<file path="config.mk">
export PLATFORM = sky130hd
export DESIGN_NAME = substring_match_line_reporter_flat
export DESIGN_NICKNAME = d
export VERILOG_FILES = /design/src/rtl/core/smlr_pkg.sv /design/src/rtl/core/smlr_if.sv /design/src/rtl/core/smlr_front.sv /design/src/rtl/core/smlr_queue.sv /design/src/rtl/core/smlr_back.sv /design/src/rtl/core/substring_match_line_reporter.sv /design/src/flat_wrapper.sv
export SDC_FILE = /design/constraint.sdc
export NUM_CORES = 1
export LEC_CHECK = 0
export ABC_CLOCK_PERIOD_IN_PS = 4600
export BUFFER_PORTS_ARGS = -buffer_cell sky130_fd_sc_hd__buf_2
export CAP_MARGIN = 15
export CORE_ASPECT_RATIO = 0.8
export CORE_MARGIN = 5
export CORE_UTILIZATION = 54
export CTS_CLUSTER_SIZE = 10
export DETAILED_ROUTE_END_ITERATION = 8
export PLACE_DENSITY_LB_ADDON = 0.25
export SLEW_MARGIN = 20
export SYNTH_ARGS = -nofsm -noshare
export SYNTH_HDL_FRONTEND = slang
export SYNTH_SLANG_ARGS = --single-unit
</file>
<file path="constraint.sdc">
create_clock -name i_clk -period 4.6 [get_ports i_clk]
set_input_delay 0.46 -clock i_clk [delete_from_list [all_inputs] [get_ports i_clk]]
set_output_delay 0.46 -clock i_clk [all_outputs]
set_load 0.03 [all_outputs]
</file>
<file path="src/rtl/core/smlr_pkg.sv">
// Shared constants and types for the substring match line reporter.
// Depends on nothing; every other file of the block uses it.
package smlr_pkg;

    // Field widths of the channels
    localparam int TEXT_W     = 8;
    localparam int LINE_W     = 32;
    localparam int CFG_DATA_W = 64;
    localparam int CFG_IDX_W  = 2;
    localparam int LEN_W      = 5;

    // Largest pattern the configuration registers can hold
    localparam int MAX_PATTERN_BYTES = 16;

    localparam logic [TEXT_W-1:0] NEWLINE_BYTE   = 8'h0A;
    localparam logic [LINE_W-1:0] LINE_MAX_VALUE = '1;

    // Queue depth between the front and the back
    localparam int QUEUE_DEPTH = 4;

    // Configuration register indexes
    typedef enum logic [CFG_IDX_W-1:0] {
        CFG_PAT_LOW  = 2'd0,
        CFG_PAT_HIGH = 2'd1,
        CFG_PAT_LEN  = 2'd2
    } t_cfg_reg;

endpackage

</file>
<file path="src/rtl/core/smlr_if.sv">
// Valid/ready channel interfaces for text input, match output and configuration.
// Depends on smlr_pkg for the field widths.
interface smlr_text_if;
    logic                         valid;
    logic                         ready;
    logic [smlr_pkg::TEXT_W-1:0]  text_byte;
    logic                         starts_new_text;

    modport source (output valid, output text_byte, output starts_new_text, input ready);
    modport sink   (input valid, input text_byte, input starts_new_text, output ready);
endinterface

interface smlr_match_if;
    logic                         valid;
    logic                         ready;
    logic [smlr_pkg::LINE_W-1:0]  match_line;

    modport source (output valid, output match_line, input ready);
    modport sink   (input valid, input match_line, output ready);
endinterface

interface smlr_cfg_if;
    logic                             valid;
    logic                             ready;
    logic [smlr_pkg::CFG_IDX_W-1:0]   index;
    logic [smlr_pkg::CFG_DATA_W-1:0]  data;

    modport source (output valid, output index, output data, input ready);
    modport sink   (input valid, input index, input data, output ready);
endinterface

</file>
<file path="src/rtl/core/smlr_front.sv">
// Front: holds the pattern registers, accepts text bytes and classifies each
// byte into a pattern-position mask. Depends on smlr_pkg and smlr_if.
module smlr_front #(
    parameter int P_MAX_BYTES = smlr_pkg::MAX_PATTERN_BYTES
) (
    input  logic                   i_clk,
    input  logic                   i_rst_n,
    smlr_cfg_if.sink               i_cfg,
    smlr_text_if.sink              i_text,
    input  logic                   i_queue_full,
    output logic                   o_push,
    output logic [2*P_MAX_BYTES+1:0] o_entry
);
    import smlr_pkg::*;

    typedef struct packed {
        logic                   fresh;
        logic                   newline;
        logic [P_MAX_BYTES-1:0] last;
        logic [P_MAX_BYTES-1:0] mask;
    } t_entry;

    logic [CFG_DATA_W-1:0]   r_pat_low;
    logic [CFG_DATA_W-1:0]   r_pat_high;
    logic [LEN_W-1:0]        r_pat_len;
    logic [2*CFG_DATA_W-1:0] w_pattern;
    logic [LEN_W-1:0]        w_len;
    t_entry                  w_entry;

    // Configuration writes are always taken
    assign i_cfg.ready = 1'b1;

    always_ff @(posedge i_clk) begin
        if (!i_rst_n) begin
            r_pat_low  <= '0;
            r_pat_high <= '0;
            r_pat_len  <= LEN_W'(1);
        end else if (i_cfg.valid) begin
            case (t_cfg_reg'(i_cfg.index))
                CFG_PAT_LOW:  r_pat_low  <= i_cfg.data;
                CFG_PAT_HIGH: r_pat_high <= i_cfg.data;
                CFG_PAT_LEN:  r_pat_len  <= i_cfg.data[LEN_W-1:0];
                default:      ;
            endcase
        end
    end

    // Clamp the length into 1..P_MAX_BYTES
    always_comb begin
        if (r_pat_len == '0) begin
            w_len = LEN_W'(1);
        end else if (r_pat_len > LEN_W'(P_MAX_BYTES)) begin
            w_len = LEN_W'(P_MAX_BYTES);
        end else begin
            w_len = r_pat_len;
        end
    end

    assign w_pattern = {r_pat_high, r_pat_low};

    // Compare the byte against every pattern position in use
    always_comb begin
        w_entry.fresh   = i_text.starts_new_text;
        w_entry.newline = (i_text.text_byte == NEWLINE_BYTE);
        for (int i = 0; i < P_MAX_BYTES; i++) begin
            w_entry.mask[i] = (w_pattern[8*i +: 8] == i_text.text_byte)
                              && (LEN_W'(i) < w_len);
            w_entry.last[i] = (w_len == LEN_W'(i + 1));
        end
    end

    assign i_text.ready = !i_queue_full;
    assign o_push       = i_text.valid && !i_queue_full;
    assign o_entry      = w_entry;

endmodule

</file>
<file path="src/rtl/core/smlr_queue.sv">
// Short FIFO of classified bytes between the front and the back.
// Depends on smlr_pkg for the depth.
module smlr_queue #(
    parameter int P_WIDTH = 34
) (
    input  logic               i_clk,
    input  logic               i_rst_n,
    input  logic               i_push,
    input  logic [P_WIDTH-1:0] i_data,
    output logic               o_full,
    input  logic               i_pop,
    output logic [P_WIDTH-1:0] o_data,
    output logic               o_empty
);
    import smlr_pkg::*;

    localparam int PTR_W = $clog2(QUEUE_DEPTH);
    localparam int CNT_W = $clog2(QUEUE_DEPTH + 1);

    logic [P_WIDTH-1:0] r_mem [QUEUE_DEPTH];
    logic [PTR_W-1:0]   r_wr_ptr;
    logic [PTR_W-1:0]   r_rd_ptr;
    logic [CNT_W-1:0]   r_count;
    logic [CNT_W-1:0]   n_count;

    assign o_full  = (r_count == CNT_W'(QUEUE_DEPTH));
    assign o_empty = (r_count == '0);
    assign o_data  = r_mem[r_rd_ptr];

    // Store the pushed entry
    always_ff @(posedge i_clk) begin
        if (i_push) begin
            r_mem[r_wr_ptr] <= i_data;
        end
    end

    always_comb begin
        n_count = r_count;
        if (i_push && !i_pop) begin
            n_count = r_count + CNT_W'(1);
        end else if (!i_push && i_pop) begin
            n_count = r_count - CNT_W'(1);
        end
    end

    // Advance the pointers and the fill count
    always_ff @(posedge i_clk) begin
        if (!i_rst_n) begin
            r_wr_ptr <= '0;
            r_rd_ptr <= '0;
            r_count  <= '0;
        end else begin
            if (i_push) begin
                r_wr_ptr <= r_wr_ptr + PTR_W'(1);
            end
            if (i_pop) begin
                r_rd_ptr <= r_rd_ptr + PTR_W'(1);
            end
            r_count <= n_count;
        end
    end

endmodule

</file>
<file path="src/rtl/core/smlr_back.sv">
// Back: runs the shift-and recurrence and the line count on queued entries
// and holds the match request in an output register. Depends on smlr_pkg, smlr_if.
module smlr_back #(
    parameter int P_MAX_BYTES = smlr_pkg::MAX_PATTERN_BYTES
) (
    input  logic                     i_clk,
    input  logic                     i_rst_n,
    input  logic                     i_empty,
    input  logic [2*P_MAX_BYTES+1:0] i_entry,
    output logic                     o_pop,
    smlr_match_if.source             o_match
);
    import smlr_pkg::*;

    typedef struct packed {
        logic                   fresh;
        logic                   newline;
        logic [P_MAX_BYTES-1:0] last;
        logic [P_MAX_BYTES-1:0] mask;
    } t_entry;

    t_entry                 w_entry;
    logic [P_MAX_BYTES-1:0] r_vec;
    logic [LINE_W-1:0]      r_line;
    logic [P_MAX_BYTES-1:0] w_base_vec;
    logic [LINE_W-1:0]      w_base_line;
    logic [P_MAX_BYTES-1:0] n_vec;
    logic [LINE_W-1:0]      n_line;
    logic                   w_hit;
    logic                   r_out_valid;
    logic [LINE_W-1:0]      r_out_line;

    assign w_entry = i_entry;

    // Take an entry when the output register is free or being drained
    assign o_pop = !i_empty && (!r_out_valid || o_match.ready);

    // Clear on a new text, count the newline, then step the match vector
    always_comb begin
        w_base_vec  = w_entry.fresh ? '0 : r_vec;
        w_base_line = w_entry.fresh ? '0 : r_line;
        if (w_entry.newline && (w_base_line != LINE_MAX_VALUE)) begin
            n_line = w_base_line + LINE_W'(1);
        end else begin
            n_line = w_base_line;
        end
        n_vec = ((w_base_vec << 1) | P_MAX_BYTES'(1)) & w_entry.mask;
        w_hit = |(n_vec & w_entry.last);
    end

    always_ff @(posedge i_clk) begin
        if (!i_rst_n) begin
            r_vec  <= '0;
            r_line <= '0;
        end else if (o_pop) begin
            r_vec  <= w_hit ? '0 : n_vec;
            r_line <= n_line;
        end
    end

    // Hold the match request until the receiver takes it
    always_ff @(posedge i_clk) begin
        if (!i_rst_n) begin
            r_out_valid <= 1'b0;
        end else if (o_pop && w_hit) begin
            r_out_valid <= 1'b1;
        end else if (o_match.ready) begin
            r_out_valid <= 1'b0;
        end
    end

    always_ff @(posedge i_clk) begin
        if (o_pop && w_hit) begin
            r_out_line <= n_line;
        end
    end

    assign o_match.valid      = r_out_valid;
    assign o_match.match_line = r_out_line;

endmodule

</file>
<file path="src/rtl/core/substring_match_line_reporter.sv">
// Substring match line reporter: searches a byte stream for a configured
// pattern of up to 16 bytes and reports the zero-based line of each match.
// Depends on smlr_pkg, smlr_if, smlr_front, smlr_queue and smlr_back.
//
// Channels: i_text carries one text byte per request with a new-text flag,
// o_match carries one line number per completed occurrence, i_cfg writes
// the pattern low bytes (index 0), high bytes (index 1) and length (index 2).
// Configuration is always ready. The user must write it only while no text is
// in flight; the block does not enforce this. Throughput: one byte per cycle,
// set by the shift-and step in the back part, while the receiver keeps up.
// An accepted byte is written into the queue and a hit loads the output
// register. Occurrences never overlap: a match clears all partial progress.
// Reset clears the queue, the match vector, the line count and the output
// register, and loads an all-zero pattern of length one. When the receiver
// stalls, the output register holds its request, the four-entry queue fills
// and then i_text.ready drops until the receiver drains the output.
module substring_match_line_reporter #(
    parameter int P_MAX_BYTES = smlr_pkg::MAX_PATTERN_BYTES
) (
    input  logic         i_clk,
    input  logic         i_rst_n,
    smlr_cfg_if.sink     i_cfg,
    smlr_text_if.sink    i_text,
    smlr_match_if.source o_match
);
    import smlr_pkg::*;

    localparam int ENTRY_W = 2 * P_MAX_BYTES + 2;

    logic               w_push;
    logic               w_pop;
    logic               w_full;
    logic               w_empty;
    logic [ENTRY_W-1:0] w_push_data;
    logic [ENTRY_W-1:0] w_pop_data;

    smlr_front #(.P_MAX_BYTES(P_MAX_BYTES)) u_front (
        .i_clk        (i_clk),
        .i_rst_n      (i_rst_n),
        .i_cfg        (i_cfg),
        .i_text       (i_text),
        .i_queue_full (w_full),
        .o_push       (w_push),
        .o_entry      (w_push_data)
    );

    smlr_queue #(.P_WIDTH(ENTRY_W)) u_queue (
        .i_clk   (i_clk),
        .i_rst_n (i_rst_n),
        .i_push  (w_push),
        .i_data  (w_push_data),
        .o_full  (w_full),
        .i_pop   (w_pop),
        .o_data  (w_pop_data),
        .o_empty (w_empty)
    );

    smlr_back #(.P_MAX_BYTES(P_MAX_BYTES)) u_back (
        .i_clk   (i_clk),
        .i_rst_n (i_rst_n),
        .i_empty (w_empty),
        .i_entry (w_pop_data),
        .o_pop   (w_pop),
        .o_match (o_match)
    );

    // An accepted byte is queued on the next cycle
    a_accept_queued: assert property (@(posedge i_clk) disable iff (!i_rst_n)
        (i_text.valid && i_text.ready) |=> !w_empty)
        else $error("accepted byte missing from queue");

    // A new match request only follows a pop from the queue
    a_match_from_pop: assert property (@(posedge i_clk) disable iff (!i_rst_n)
        $rose(o_match.valid) |-> $past(w_pop))
        else $error("match request without queued byte");

    // Exactly one pattern position marks the end of the pattern
    a_last_onehot: assert property (@(posedge i_clk) disable iff (!i_rst_n)
        w_push |-> $onehot(w_push_data[2*P_MAX_BYTES-1:P_MAX_BYTES]))
        else $error("pattern end position not one-hot");

endmodule

</file>
<file path="src/flat_wrapper.sv">
// flat-port wrapper written by rule: the top's interface ports become plain ports
module substring_match_line_reporter_flat import smlr_pkg::*;
#(
    parameter int P_MAX_BYTES = smlr_pkg::MAX_PATTERN_BYTES
)
  (i_clk, i_rst_n, i_cfg_valid, i_cfg_index, i_cfg_data, i_cfg_ready, i_text_valid, i_text_text_byte, i_text_starts_new_text, i_text_ready, o_match_valid, o_match_match_line, o_match_ready);
  smlr_cfg_if i_cfg_i ();
  smlr_text_if i_text_i ();
  smlr_match_if o_match_i ();
  input  logic i_clk;
  input  logic i_rst_n;
  input wire logic [$bits(i_cfg_i.valid)-1:0] i_cfg_valid;
  input wire logic [$bits(i_cfg_i.index)-1:0] i_cfg_index;
  input wire logic [$bits(i_cfg_i.data)-1:0] i_cfg_data;
  output wire logic [$bits(i_cfg_i.ready)-1:0] i_cfg_ready;
  input wire logic [$bits(i_text_i.valid)-1:0] i_text_valid;
  input wire logic [$bits(i_text_i.text_byte)-1:0] i_text_text_byte;
  input wire logic [$bits(i_text_i.starts_new_text)-1:0] i_text_starts_new_text;
  output wire logic [$bits(i_text_i.ready)-1:0] i_text_ready;
  output wire logic [$bits(o_match_i.valid)-1:0] o_match_valid;
  output wire logic [$bits(o_match_i.match_line)-1:0] o_match_match_line;
  input wire logic [$bits(o_match_i.ready)-1:0] o_match_ready;
  assign i_cfg_i.valid = i_cfg_valid;
  assign i_cfg_i.index = i_cfg_index;
  assign i_cfg_i.data = i_cfg_data;
  assign i_cfg_ready = i_cfg_i.ready;
  assign i_text_i.valid = i_text_valid;
  assign i_text_i.text_byte = i_text_text_byte;
  assign i_text_i.starts_new_text = i_text_starts_new_text;
  assign i_text_ready = i_text_i.ready;
  assign o_match_valid = o_match_i.valid;
  assign o_match_match_line = o_match_i.match_line;
  assign o_match_i.ready = o_match_ready;
  substring_match_line_reporter #(.P_MAX_BYTES(P_MAX_BYTES)) u_core (.i_clk(i_clk), .i_rst_n(i_rst_n), .i_cfg(i_cfg_i), .i_text(i_text_i), .o_match(o_match_i));
endmodule
</file>
* Yosys cells after proc, flatten, opt, wreduce, memory -nomap -nowiden
Memories as Yosys holds them, arrays and structs flattened. A register that Yosys moved wholly into a read port is not among the register bits. Cells that the tools add are included.
Storage, ports and cells: logic and storage cells 123, input port bits 80, output and inout port bits 35, memories kept 1, memory bits (writable) 136, register bits after elaboration 220
Memories:
- u_core.u_queue.r_mem | depth 4, bits a word 34, rd ports 1, clocked after memory_dff 1, write ports 1, RTL line smlr_queue.sv:20 | logic [P_WIDTH-1:0] r_mem [QUEUE_DEPTH];
Cells by class: bitwise logic cells 2, add/subtract/negate cells 5, equal/unequal tests 37, $lt $le $gt $ge 17, reductions and logical operators 37, multiplexer cells 14
Operator list (number):
- $eq A8 B8 Y1 | 16
- $mux W32 | 2
- $eq A5 B4 Y1 const B | 8
- $lt A4 B5 Y1 const A | 8
- $add A32 B1 Y32 const B | 1
- $and A16 B16 Y16 | 2
- $ne A32 B32 Y1 const B | 1
- $mux W15 | 2
- $logic_and A1 B1 Y1 | 22
- $eq A5 B3 Y1 const B | 4
- $lt A3 B5 Y1 const A | 4
- $reduce_or A16 Y1 | 1
- $eq A5 B2 Y1 const B | 2
- $lt A1 B5 Y1 const A | 2
- $lt A2 B5 Y1 const A | 2
- $mux W5 | 2
- $eq A8 B4 Y1 const B | 1
- $mux W3 | 2
- $reduce_and A2 Y1 | 3
- $eq A5 B1 Y1 const B | 1
- $eq A5 B5 Y1 const B | 1
- $gt A5 B5 Y1 const B | 1
- $logic_not A1 Y1 | 5
- $logic_not A5 Y1 | 1
- other kinds (12) | 18

* Longest topological paths before layout
word-level depth 7, mapped depth 14, gate-level depth less buffers 9

* Hierarchy
A second synthesis with hierarchy kept.
Unflattened totals: cell total of the unflattened synthesis 1522, area, all modules 16533.4 um^2
By module, submodules not included:
- smlr_front | cells an instance 818, area each 6762.7 um^2, times used 1, seq. area each 2662.6 um^2
- smlr_queue | cells an instance 221, area each 5400.2 um^2, times used 1, seq. area each 4264.1 um^2
- smlr_back | cells an instance 483, area each 4370.4 um^2, times used 1, seq. area each 1921.8 um^2

* Worst setup path after synthesis
OpenSTA, ideal clock, no wires.
kind reg-to-reg, start reg with a tool-made name, end reg u_core.u_back.r_out_line[0], in the netlist u_core.u_back.o_match.match_line[0] (enable), stages on the path, launching flop included 10, path buffers 3, data arrival time 4025 ps, slack 114 ps, required time 4139 ps, cell sequence dfxtp_1 -> buf_6 -> buf_2 -> buf_2 -> mux2i_1 -> o22ai_1 -> a22oi_1 -> and4b_1 -> and2_1 -> nor3_1
RTL lines:
- end signal: assignment | RTL line smlr_back.sv:74 | r_out_line <= n_line;
- end: declaration | RTL line smlr_back.sv:31 | logic [LINE_W-1:0] r_out_line;

==> implementation parameters <==
Parameter                              Value

Outcome
  Outcome ... complete, no violations

CTS
  Number of clock sinks seen by CTS ... 358
  Clock edge transition at the registers on the reported setup and hold paths ... 0.06 ns
  H-tree depth reported by CTS ... 2
  TritonCTS buffer count ... 41
  Number of buffers on the longest clock path ... 3
  Number of gates resized after CTS ... 0
  Clock tree from TritonCTS ... yes
  Total of hold buffers inserted after clock tree synthesis ... 0
  Clk_lat worst skew ... 0.53 ns
  Total setup buffers inserted after CTS ... 0
  Clock tree root buffer cell ... sky130_fd_sc_hd__clkbuf_16

Layout
  Number of standard cells in the layout, taps in and fillers out ... 2000
  Ratio of cells with drive above 1 in the final layout ... 13.9%
  NumNets Final ... 1687
  Summed area of non-filler cells in the final layout ... 17700 µm²
  Number of inserted diodes ... 0
  Area added between synthesis and finish ... 12.4%

Power
  Power density cells ... 471 nW/µm²
  Leakage power ... 5.90 nW
  Total power after layout ... 8.35 mW
  Worst ir drop on vdd ... 271 µV

Timing
  Transition time of the tightest slew-check pin ... 1.09 ns
  Clock skew ... 0.0177 ns
  Unrepaired setup endpoints after global routing ... no
  Peak clock frequency supported by timing ... 293 MHz
  Slew headroom ... 26.8%
  Setup-failing EPs final ... 0
  Minimum clock period after layout ... 3.41 ns
  Number of hold violations in the final report ... 0
  Total negative setup slack ... 0 ns
  Max Slew Vio Count ... 0
  Final worst setup slack ... 1.19 ns
  Share of the cycle needed by the critical path after routing ... 74.1%

Yosys
  Flops & latches, synth ... 358
  Warnings, synthesis ... 0
  Post-synth EDFFs ... 168
  Number of cells produced by synthesis ... 1530
  Proportion of synthesized chip area in sequential cells ... 56.1%
  Netlist cell types ... 63
  Post-synthesis cell area ... 15800 µm²
  Mean Syn Cell Area ... 10.3 µm²
  Fraction of registers with async set/reset ... 0%
  Number of nets produced by synthesis ... 1617
  Post-synth top flop ... sky130_fd_sc_hd__dfxtp_1

Global route
  Global routing usage summed across all routing layers ... 22.9%
  Maximum number of pins on one net before global-route repair ... 93
  GRT overflow ... 0
  Wire length of the first global-routing pass ... 60.3 mm
  Via count of the first global-routing pass ... 11000
  Number of antenna violations at the first check in global routing ... 0

Route
  Total via count in the routed design ... 11500
  Initial DRT Pass Iterations ... 5
  Number of nets with antenna violations after detailed routing ... 0
  Post-detailed-routing wire length ... 38.0 mm
  Via density ... 5.76
  Drt first-iter violations ... 833
  Post-DR wirelength/cell ... 19.0 µm
  DRC violation count after routing ... 0

Worst setup path
  Critical R2R Launch ... u_core.u_queue.r_mem[3][33]
  Worst EP required ... 5.04 ns
  Startpoint type of the worst setup path ... register
  Worst path max stage delay ... 0.57 ns
  Crit path buf inv count ... 0
  Kind of critical path ... reg -> reg
  Arrival time reported for the critical path endpoint ... 3.85 ns
  Largest fanout on the critical path ... 7
  Launching instance or port of the critical path ... u_core.u_queue.r_mem[3][33]
  List of cells traversed by the critical path ... mux4_2 > nor2b_1 > ha_1 > nand3_1 > or3_4 > a211oi_4 > nand2_4 > or4_1 > a31oi_1
  Cell type of the slowest stage on the worst timing path ... sky130_fd_sc_hd__mux4_2
  Critical path capture point type ... register
  Dominant delay contributor by cell family on the critical path ... simple AND/OR/NAND/NOR gates

Floorplan
  Area of the die ... 32800 µm²
  Initial cell density of the core ... 54.3%
  Floorplan die width ... 201 µm
  Total core area ... 29100 µm²
  Number of placed I/O pins ... 115
  Row count ... 56
  Die height ... 163 µm

Placement
  Placed instance area ... 16600 µm²
  Worst-case setup slack after placement ... 1.24 ns
  Gp weighted congestion ... 0.796
  IO buf count ... 113
  Number of placed instances with taps included ... 1934
  Post-DP HPWL ... 24.4 mm

Flow run
  Max-cap violation count ... 0

Worst hold path
  Type of the most critical hold path ... in -> reg
  Source of the worst hold timing path ... i_cfg_data[44]
==> cell type report <==
type / instances / area (µm²)
clock buffer: 65 / 1140
fill: 2425 / 11300
sequential: 358 / 8850
inverter: 11 / 43.8
tap: 377 / 472
multi-input combinational: 1055 / 6500
timing repair buffer: 133 / 716
clock inverter: 1 / 16.3
==> through the flow <==
step	hold WS [ns]	util, %
2_1_floorplan	0.425	-
3_3_place_gp	0.449	57.0
3_5_place_dp	0.458	57.0
5_1_grt	0.167	61.0
6_report	0.175	61.0
4_1_cts	0.155	61.0
==> layout by cell type, fill, tap and decap left out, types with 7 or more instances in the layout <==
cell type                   Yosys  layout
sky130_fd_sc_hd__and3_1         9       9
sky130_fd_sc_hd__edfxtp_1     168     168
sky130_fd_sc_hd__nor2_1        57      56
sky130_fd_sc_hd__or4_1          8       8
sky130_fd_sc_hd__o21ai_0       41      41
sky130_fd_sc_hd__buf_2          3     113
sky130_fd_sc_hd__nand2_1      330     330
sky130_fd_sc_hd__dfxtp_1      190     189
sky130_fd_sc_hd__nand4_1       34      34
sky130_fd_sc_hd__a31oi_1       17      17
sky130_fd_sc_hd__buf_4          1      20
sky130_fd_sc_hd__nor3_1        22      21
sky130_fd_sc_hd__xnor2_1       86      86
sky130_fd_sc_hd__mux4_2        26      26
sky130_fd_sc_hd__nand3_1       40      40
sky130_fd_sc_hd__xor2_1        75      75
sky130_fd_sc_hd__clkbuf_1      97      23
sky130_fd_sc_hd__a21oi_1      152     152
sky130_fd_sc_hd__mux2i_1       21      21
sky130_fd_sc_hd__clkbuf_16      0      42
sky130_fd_sc_hd__or3_1         19      19
sky130_fd_sc_hd__o21a_1         7       7
sky130_fd_sc_hd__nor4_1        17      15
sky130_fd_sc_hd__inv_1         11      10
sky130_fd_sc_hd__nand2b_1      11      11
==> routing by layer <==
metal	GRT usage, %	up-vias	share of wire [%]
met5	0	-	0
met4	5.38	0	1.6
met3	3.68	57	6.7
met2	35.4	371	45
met1	34.1	5591	47
li1	-	5503	-
==> synth_stat cells (4+ instances only) <==
| cell | n | area (µm²) |
|---|---|---|
| sky130_fd_sc_hd__inv_1 | 11 | 41.3 |
| sky130_fd_sc_hd__mux2i_1 | 21 | 210 |
| sky130_fd_sc_hd__a31oi_1 | 17 | 106 |
| sky130_fd_sc_hd__mux4_2 | 26 | 586 |
| sky130_fd_sc_hd__nor4_1 | 17 | 106 |
| sky130_fd_sc_hd__or3_1 | 19 | 119 |
| sky130_fd_sc_hd__and2_1 | 4 | 25.0 |
| sky130_fd_sc_hd__xor2_1 | 75 | 657 |
| sky130_fd_sc_hd__a21oi_1 | 152 | 761 |
| sky130_fd_sc_hd__buf_1 | 4 | 15.0 |
| sky130_fd_sc_hd__or4_1 | 8 | 60.1 |
| sky130_fd_sc_hd__o21a_1 | 7 | 52.6 |
| sky130_fd_sc_hd__a41oi_1 | 6 | 52.6 |
| sky130_fd_sc_hd__ha_1 | 6 | 75.1 |
| sky130_fd_sc_hd__nor2b_1 | 6 | 37.5 |
| sky130_fd_sc_hd__dfxtp_1 | 190 | 3800 |
| sky130_fd_sc_hd__edfxtp_1 | 168 | 5040 |
| sky130_fd_sc_hd__nand2b_1 | 11 | 68.8 |
| sky130_fd_sc_hd__o21ai_0 | 41 | 205 |
| sky130_fd_sc_hd__nor3b_1 | 4 | 30.0 |
| sky130_fd_sc_hd__nand4_1 | 34 | 213 |
| sky130_fd_sc_hd__xnor2_1 | 86 | 753 |
| sky130_fd_sc_hd__clkbuf_1 | 97 | 364 |
| sky130_fd_sc_hd__o22a_1 | 4 | 35.0 |
| sky130_fd_sc_hd__nor2_1 | 57 | 214 |
| sky130_fd_sc_hd__nor3_1 | 22 | 110 |
| sky130_fd_sc_hd__a22oi_1 | 4 | 30.0 |
| sky130_fd_sc_hd__nand3_1 | 40 | 200 |
| sky130_fd_sc_hd__and3_1 | 9 | 56.3 |
| sky130_fd_sc_hd__nand3b_1 | 5 | 37.5 |
| sky130_fd_sc_hd__nand2_1 | 330 | 1240 |
==> where the power goes <==
part | total, mW | internal (mW) | leakage, nW | switching (mW)
clock network | 2.88 | 1.68 | 0.552 | 1.20
logic | 1.71 | 0.574 | 2.35 | 1.14
registers | 3.76 | 3.65 | 3.00 | 0.113
==> registers in the layout, indices dropped and copies added, names as in the netlist, named ones only <==
| name | flops |
|---|---|
| u_core.u_queue.r_mem | 136 |
| u_core.u_front.r_pat_high | 64 |
| u_core.u_front.r_pat_low | 64 |
| u_core.u_back.o_match.match_line | 32 |
| u_core.u_back.r_line | 32 |
| u_core.u_back.r_vec | 15 |
| u_core.u_front.r_pat_len | 5 |
| u_core.u_queue.r_count | 3 |
| u_core.u_queue.r_rd_ptr | 2 |
| u_core.u_queue.r_wr_ptr | 2 |
| u_core.u_back.o_match.valid | 1 |
==> kinds of logic after synthesis <==
logic type	synth area share, %
and+or+nand+nor	17.3
adders and majority gates	0.603
buffers and inverters	2.88
other	0.0238
xor gates and xnor gates	8.94
AOI/OAI and AO/OA	8.95
DFF	56.1
muxes	5.26
==> final timing paths <==
| kind | end | slack (ns) | cells after the start |
|---|---|---|---|
| hold reg to reg | u_core.u_front.r_pat_low[12] | 0.46 | 2 |
| setup reg to reg | u_core.u_back.r_line[22] | 1.19 | 9 |
| hold / removal | u_core.u_front.r_pat_high[44] | 0.17 | 3 |
| setup / recovery | u_core.u_back.r_line[22] | 1.19 | 9 |
==> worst register-to-register path, stage by stage, from the launching register on <==
cell                       delay (ns)
sky130_fd_sc_hd__edfxtp_1        0.40
sky130_fd_sc_hd__mux4_2          0.57
sky130_fd_sc_hd__nor2b_1         0.23
sky130_fd_sc_hd__ha_1            0.34
sky130_fd_sc_hd__nand3_1         0.20
sky130_fd_sc_hd__or3_4           0.42
sky130_fd_sc_hd__a211oi_4        0.42
sky130_fd_sc_hd__nand2_4         0.12
sky130_fd_sc_hd__or4_1           0.47
sky130_fd_sc_hd__a31oi_1         0.16
(Power assumes the default switching activity.)
